`src/hdl/msfl_pkg.sv`:
```
package msfl_pkg;

    localparam int unsigned STACK_COUNT_DEF = 4;
    localparam int unsigned SLOT_COUNT_DEF  = 16;

    localparam logic REQ_PUSH = 1'b0;
    localparam logic REQ_POP  = 1'b1;

    typedef enum logic [1:0] {
        ST_DONE  = 2'd0,
        ST_FULL  = 2'd1,
        ST_EMPTY = 2'd2
    } status_t;

endpackage

```
`src/hdl/multi_stack_shared_free_list_unit.sv`:
```
// An accepted request passes through the input register, then the result register; throughput is
// one request per cycle when out_stall is low, each reading a stack top, a link and the free head.
// Stall on the result side holds the result register and backs up into the input register.
// Reset (rst_n low, asynchronous) empties every stack, chains all slots into the free list
// from slot zero upward and drops any transaction in flight; slot values stay unset.
module multi_stack_shared_free_list_unit #(
    parameter int unsigned STACK_COUNT = msfl_pkg::STACK_COUNT_DEF,
    parameter int unsigned SLOT_COUNT  = msfl_pkg::SLOT_COUNT_DEF
) (
    input  logic               clk,
    input  logic               rst_n,
    input  logic               in_valid,
    output logic               in_stall,
    input  logic               req_type,
    input  logic [1:0]         stack_id,
    input  logic signed [31:0] push_value,
    output logic               out_valid,
    input  logic               out_stall,
    output logic [1:0]         status,
    output logic signed [31:0] pop_value,
    output logic               store_full
);

    localparam int PTR_W     = $clog2(SLOT_COUNT + 1);
    localparam int IDX_W     = $clog2(SLOT_COUNT);
    localparam int SID_W     = (STACK_COUNT > 1) ? $clog2(STACK_COUNT) : 1;
    localparam int SID_EXT_W = (SID_W > 2) ? SID_W : 2;
    localparam logic [PTR_W-1:0] NULL_PTR = PTR_W'(SLOT_COUNT);

    logic               in_valid_reg, in_valid_next;
    logic               req_type_reg;
    logic [1:0]         stack_id_reg;
    logic signed [31:0] push_value_reg;

    logic               out_valid_reg, out_valid_next;
    msfl_pkg::status_t  status_reg, status_next;
    logic signed [31:0] pop_value_reg, pop_value_next;
    logic               store_full_reg, store_full_next;

    logic [PTR_W-1:0]   links_reg [SLOT_COUNT];
    logic [31:0]        values_reg [SLOT_COUNT];
    logic [PTR_W-1:0]   tops_reg [STACK_COUNT];
    logic [PTR_W-1:0]   free_head_reg, free_head_next;

    logic                 accept;
    logic                 advance;
    logic [SID_EXT_W-1:0] sid_ext;
    logic [SID_W-1:0]     sid_idx;
    logic                 sid_ok;
    logic [PTR_W-1:0]     top_cur;
    logic                 free_ok;
    logic                 top_ok;
    logic [IDX_W-1:0]     fh_idx;
    logic [IDX_W-1:0]     top_idx;
    logic                 push_go;
    logic                 pop_go;

    assign advance  = in_valid_reg && (!out_valid_reg || !out_stall);
    assign in_stall = in_valid_reg && !advance;
    assign accept   = in_valid && !in_stall;

    assign sid_ext = SID_EXT_W'(stack_id_reg);
    assign sid_idx = sid_ext[SID_W-1:0];
    assign sid_ok  = 32'(stack_id_reg) < 32'(STACK_COUNT);
    assign top_cur = tops_reg[sid_idx];
    assign free_ok = free_head_reg < NULL_PTR;
    assign top_ok  = top_cur < NULL_PTR;
    assign fh_idx  = free_head_reg[IDX_W-1:0];
    assign top_idx = top_cur[IDX_W-1:0];

    assign push_go = advance && (req_type_reg == msfl_pkg::REQ_PUSH) && sid_ok && free_ok;
    assign pop_go  = advance && (req_type_reg == msfl_pkg::REQ_POP) && sid_ok && top_ok;

    always_comb
    begin
        free_head_next = free_head_reg;
        if (push_go)
        begin
            free_head_next = links_reg[fh_idx];
        end
        else if (pop_go)
        begin
            free_head_next = top_cur;
        end
    end

    always_comb
    begin
        status_next     = msfl_pkg::ST_DONE;
        pop_value_next  = '0;
        store_full_next = !(free_head_next < NULL_PTR);
        case (req_type_reg)
            msfl_pkg::REQ_PUSH:
            begin
                if (!push_go)
                begin
                    status_next = msfl_pkg::ST_FULL;
                end
            end
            msfl_pkg::REQ_POP:
            begin
                if (pop_go)
                begin
                    pop_value_next = values_reg[top_idx];
                end
                else
                begin
                    status_next = msfl_pkg::ST_EMPTY;
                end
            end
            default:
            begin
                status_next = msfl_pkg::ST_DONE;
            end
        endcase
    end

    always_comb
    begin
        in_valid_next = in_valid_reg;
        if (accept)
        begin
            in_valid_next = 1'b1;
        end
        else if (advance)
        begin
            in_valid_next = 1'b0;
        end
        out_valid_next = out_valid_reg;
        if (advance)
        begin
            out_valid_next = 1'b1;
        end
        else if (!out_stall)
        begin
            out_valid_next = 1'b0;
        end
    end

    // hold control state
    always_ff @(posedge clk or negedge rst_n)
    begin
        if (!rst_n)
        begin
            in_valid_reg  <= 1'b0;
            out_valid_reg <= 1'b0;
            free_head_reg <= '0;
            for (int i = 0; i < int'(SLOT_COUNT); i++)
            begin
                links_reg[i] <= PTR_W'(i + 1);
            end
            for (int j = 0; j < int'(STACK_COUNT); j++)
            begin
                tops_reg[j] <= NULL_PTR;
            end
        end
        else
        begin
            in_valid_reg  <= in_valid_next;
            out_valid_reg <= out_valid_next;
            free_head_reg <= free_head_next;
            if (push_go)
            begin
                links_reg[fh_idx] <= top_cur;
                tops_reg[sid_idx] <= free_head_reg;
            end
            else if (pop_go)
            begin
                links_reg[top_idx] <= free_head_reg;
                tops_reg[sid_idx]  <= links_reg[top_idx];
            end
        end
    end

    // hold payload
    always_ff @(posedge clk)
    begin
        if (accept)
        begin
            req_type_reg   <= req_type;
            stack_id_reg   <= stack_id;
            push_value_reg <= push_value;
        end
        if (advance)
        begin
            status_reg     <= status_next;
            pop_value_reg  <= pop_value_next;
            store_full_reg <= store_full_next;
        end
        if (push_go)
        begin
            values_reg[fh_idx] <= push_value_reg;
        end
    end

    assign out_valid  = out_valid_reg;
    assign status     = status_reg;
    assign pop_value  = pop_value_reg;
    assign store_full = store_full_reg;

    a_free_head_range: assert property (@(posedge clk) disable iff (!rst_n)
        free_head_reg <= NULL_PTR)
        else $error("free head beyond null marker");

    a_fail_zero_value: assert property (@(posedge clk) disable iff (!rst_n)
        out_valid_reg && (status_reg != msfl_pkg::ST_DONE) |-> pop_value_reg == 32'sd0)
        else $error("failed request carries a pop value");

    a_pop_frees_top: assert property (@(posedge clk) disable iff (!rst_n)
        pop_go |=> free_head_reg == $past(top_cur))
        else $error("pop did not return its slot to the free list");

    a_push_takes_head: assert property (@(posedge clk) disable iff (!rst_n)
        push_go |=> tops_reg[$past(sid_idx)] == $past(free_head_reg))
        else $error("push did not take the free head");

    a_drop_keeps_state: assert property (@(posedge clk) disable iff (!rst_n)
        advance && !push_go && !pop_go |=> $stable(free_head_reg))
        else $error("failed request changed the free list");

endmodule
```
`config.mk`:
```
export PLATFORM = sky130hd
export DESIGN_NAME = multi_stack_shared_free_list_unit
export DESIGN_NICKNAME = d
export VERILOG_FILES = /design/src/hdl/msfl_pkg.sv /design/src/hdl/multi_stack_shared_free_list_unit.sv
export SDC_FILE = /design/constraint.sdc
export NUM_CORES = 1
export LEC_CHECK = 0
export ABC_AREA = 1
export BUFFER_PORTS_ARGS = -buffer_cell sky130_fd_sc_hd__buf_2
export CORE_MARGIN = 4
export CORE_UTILIZATION = 30
export CTS_CLUSTER_SIZE = 28
export DETAILED_ROUTE_END_ITERATION = 16
export PLACE_DENSITY = 0.52
export SYNTH_ARGS = -nofsm -noshare
export SYNTH_HDL_FRONTEND = slang
export SYNTH_SLANG_ARGS = --single-unit
```
`constraint.sdc`:
```
create_clock -name clk -period 6.9 [get_ports clk]
set_input_delay 1.38 -clock clk [delete_from_list [all_inputs] [get_ports clk]]
set_output_delay 1.38 -clock clk [all_outputs]
set_load 0.005 [all_outputs]
```
==> results.tsv <==
metric	value	unit
status	finished clean	
antenna_found_initial	0	
yosys.area_share.simple	0.180	
whs	470	ps
dieArea	102000	µm²
p_comb_frac	0.294	
cp_max_fo	55	
grt_pass1_vias	19400	
async_flop_share	0.155	
synth_seq_cells	689	
clk_path_buf_depth	3	
drc_errors	0	
grt_pass1_wl	127000	µm
htree_levels	3	
hold_buffers	0	
largest_reg_flops	512	
ir_drop	0.253	mV
clkLatencyLatePin	630	ps
synth_flop_cell	edfxtp_1	
synthToLayoutAreaGrowth	14.3	%
start_util	0.304	
dp_cells	3977	
synth_common_cells	nand2_1 (1,100), edfxtp_1 (582), o21ai_0 (158), nor2_1 (124), inv_1 (118)	
grt_usage	0.163	
switchingPower	0.00476	W
p_per_area	392	nW/µm²
fin_skew	23.8	ps
muxShareOfSynthArea	0	
drt_iter0_drc	1856	
die_w	319	µm
drv_cap	0	
hpwlAfterDp	44500	µm
internal_power	0.00821	W
critPathMaxStageDelay	720	ps
gp_congestion	0.827	
cts_made_buffers	76	
worstMarginPinSlew	1090	ps
avgViaCountPerCell	4.87	
yosysWarnings	0	
synth_top_family_by_area	simple AND/OR/NAND/NOR gates	
startpoint_type	flip-flop	
required	7340	ps
fin_nets	2829	
port_buffers	75	
yosysSeqAreaShare	0.697	
syn_area_per_cell	10.6	µm²
drtAntennaViolNets	0	
io_pins	76	
clk_pin_slew	60	ps
die_h	319	µm
power_frac_clock	0.299	
design_area	33100	µm²
vias	20000	
yosysMostFrequentCell	nand2_1	
first_pass_iters	5	
synth_xor_area_frac	0	
synth_nets	2762	
cts_sinks	689	
layout.cells.non_filler	4116	
setup_viol	0	
finalHoldViolations	0	
placed_area	30700	µm²
cts_tree	built	
path_class	flip-flop to flip-flop	
maxSlewHeadroom	0.276	
p_sw_frac	0.367	
netlist_area	29000	µm²
wl_per_cell	20.6	µm
netlist_top_cells_area	edfxtp_1 (60%), nand2_1 (14%), dfrtp_1 (6.0%)	
fin_crit	4100	ps
overflow	0	
synth_top_cell_area_share	0.603	
critical_path_arrival	4540	ps
cts_setup_buffers	0	
slew_viol_final	0	
fmax	244	MHz
path_cells	inv_2 > nand2_1 > nand2_1 > nand2_1 > buf_4 > nand2_4 > inv_4 > buf_4 > buf_4 > nand2_1 > a21oi_1 > o21ai_1 > nand2_1 > nor2_1 > nor2_1	
drive_above_1_share	0.115	
finalCritPeriodShare	0.594	
yosysTopAreaCell	edfxtp_1	
p_leak	12.6	nW
post_cts_resized	0	
syn-instance-count	2723	
cpMaxStageDelayCell	buf_4	
fin_setup_tns	0	ps
min_path_type	flip-flop to flip-flop	
wl	84700	µm
p_seq_frac	0.406	
synthAdderAreaFrac	0	
crit_top_cell	nand2_1	
rows	113	
coreArea	95400	µm²
cts_root_buf	clkbuf_16	
synth-edff-count	582	
rsz0062_at_grt	false	
num_antenna_cells	0	
synthDistinctLibCells	33	
synth-compound-area-share	0.0846	
endpoint_kind	flip-flop	
grt_max_degree	139	
## worst paths after layout
check	startpoint	end	slack (ps)	depth (start not counted)
max	sid_ext[0]$_DFFE_PP_	pop_value[12]$_SDFFCE_PN0N_	2800	15
min	tops_reg[14]$_DFFE_PN1P_	tops_reg[14]$_DFFE_PN1P_	470	2
max reg2reg	sid_ext[0]$_DFFE_PP_	pop_value[12]$_SDFFCE_PN0N_	2800	15
min reg2reg	tops_reg[14]$_DFFE_PN1P_	tops_reg[14]$_DFFE_PN1P_	470	2
max in group asynchronous	rst_n	links_reg[16]$_DFFE_PN0P_	4830	2
min in group asynchronous	rst_n	tops_reg[18]$_DFFE_PN0P_	800	1
## layout make-up
class,instances,area [µm²]
Fill cell,9575,62300
Sequential cell,689,20200
Multi-Input combinational cell,1768,7700
Clock buffer,98,2050
Tap cell,1265,1580
Timing Repair Buffer,117,706
Inverter,138,528
Clock inverter,41,349
## layout by cell type, fill, tap and decap left out, types with 8 or more instances in the layout
master	netlist	layout
nand3_1	59	58
o21ai_1	62	62
clkinv_2	0	16
clkbuf_16	0	77
inv_2	17	33
a21oi_2	8	8
clkinv_1	3	15
inv_1	118	99
buf_2	56	74
edfxtp_1	582	582
o21ai_0	158	158
a21oi_4	8	8
buf_4	7	42
dfstp_2	37	37
clkbuf_1	54	17
nand4_1	35	35
dfrtp_1	70	70
o22ai_1	98	98
a21oi_1	97	97
nand2_1	1100	1099
nor2_1	124	123
## through the flow
step	power [W]	util	worst slack (ps)
2_1_floorplan	0.00777	-	3440
3_5_place_dp	0.00915	0.322	2770
6_report	0.0130	0.347	2800
4_1_cts	0.0131	0.347	2840
3_3_place_gp	0.00914	0.322	2800
5_1_grt	0.0137	0.347	2510
## cells by family (layout without fill, tap and decap cells)
kind of cell | after synthesis | in the layout
DFF | 689 | 689
AOI/OAI and AO/OA | 437 | 437
buffers and inverters | 266 | 394
and+or+nand+nor | 1331 | 1331
## critical path, delay by kind of cell (launching register included)
kind                   cells  cell delay (ps)
buffers and inverters      5             2170
and+or+nand+nor            8              940
DFF                        1              510
AOI/OAI and AO/OA          2              250
## power groups by stage
| stage | sequential, W | clock [W] | combinational [W] |
|---|---|---|---|
| floorplan | 0.00525 | 0 | 0.00252 |
| global placement | 0.00535 | 0 | 0.00379 |
| detailed placement | 0.00535 | 0 | 0.00380 |
| CTS | 0.00527 | 0.00398 | 0.00381 |
| global route | 0.00532 | 0.00415 | 0.00423 |
| finish | 0.00527 | 0.00388 | 0.00382 |
## routing by layer
layer / part of all wire / track usage
met3: 0.060 / 0.0265
met2: 0.45 / 0.257
met1: 0.46 / 0.234
met4: 0.026 / 0.0475
met5: 0 / 0
Note: power is estimated with default switching activity, not from simulation.
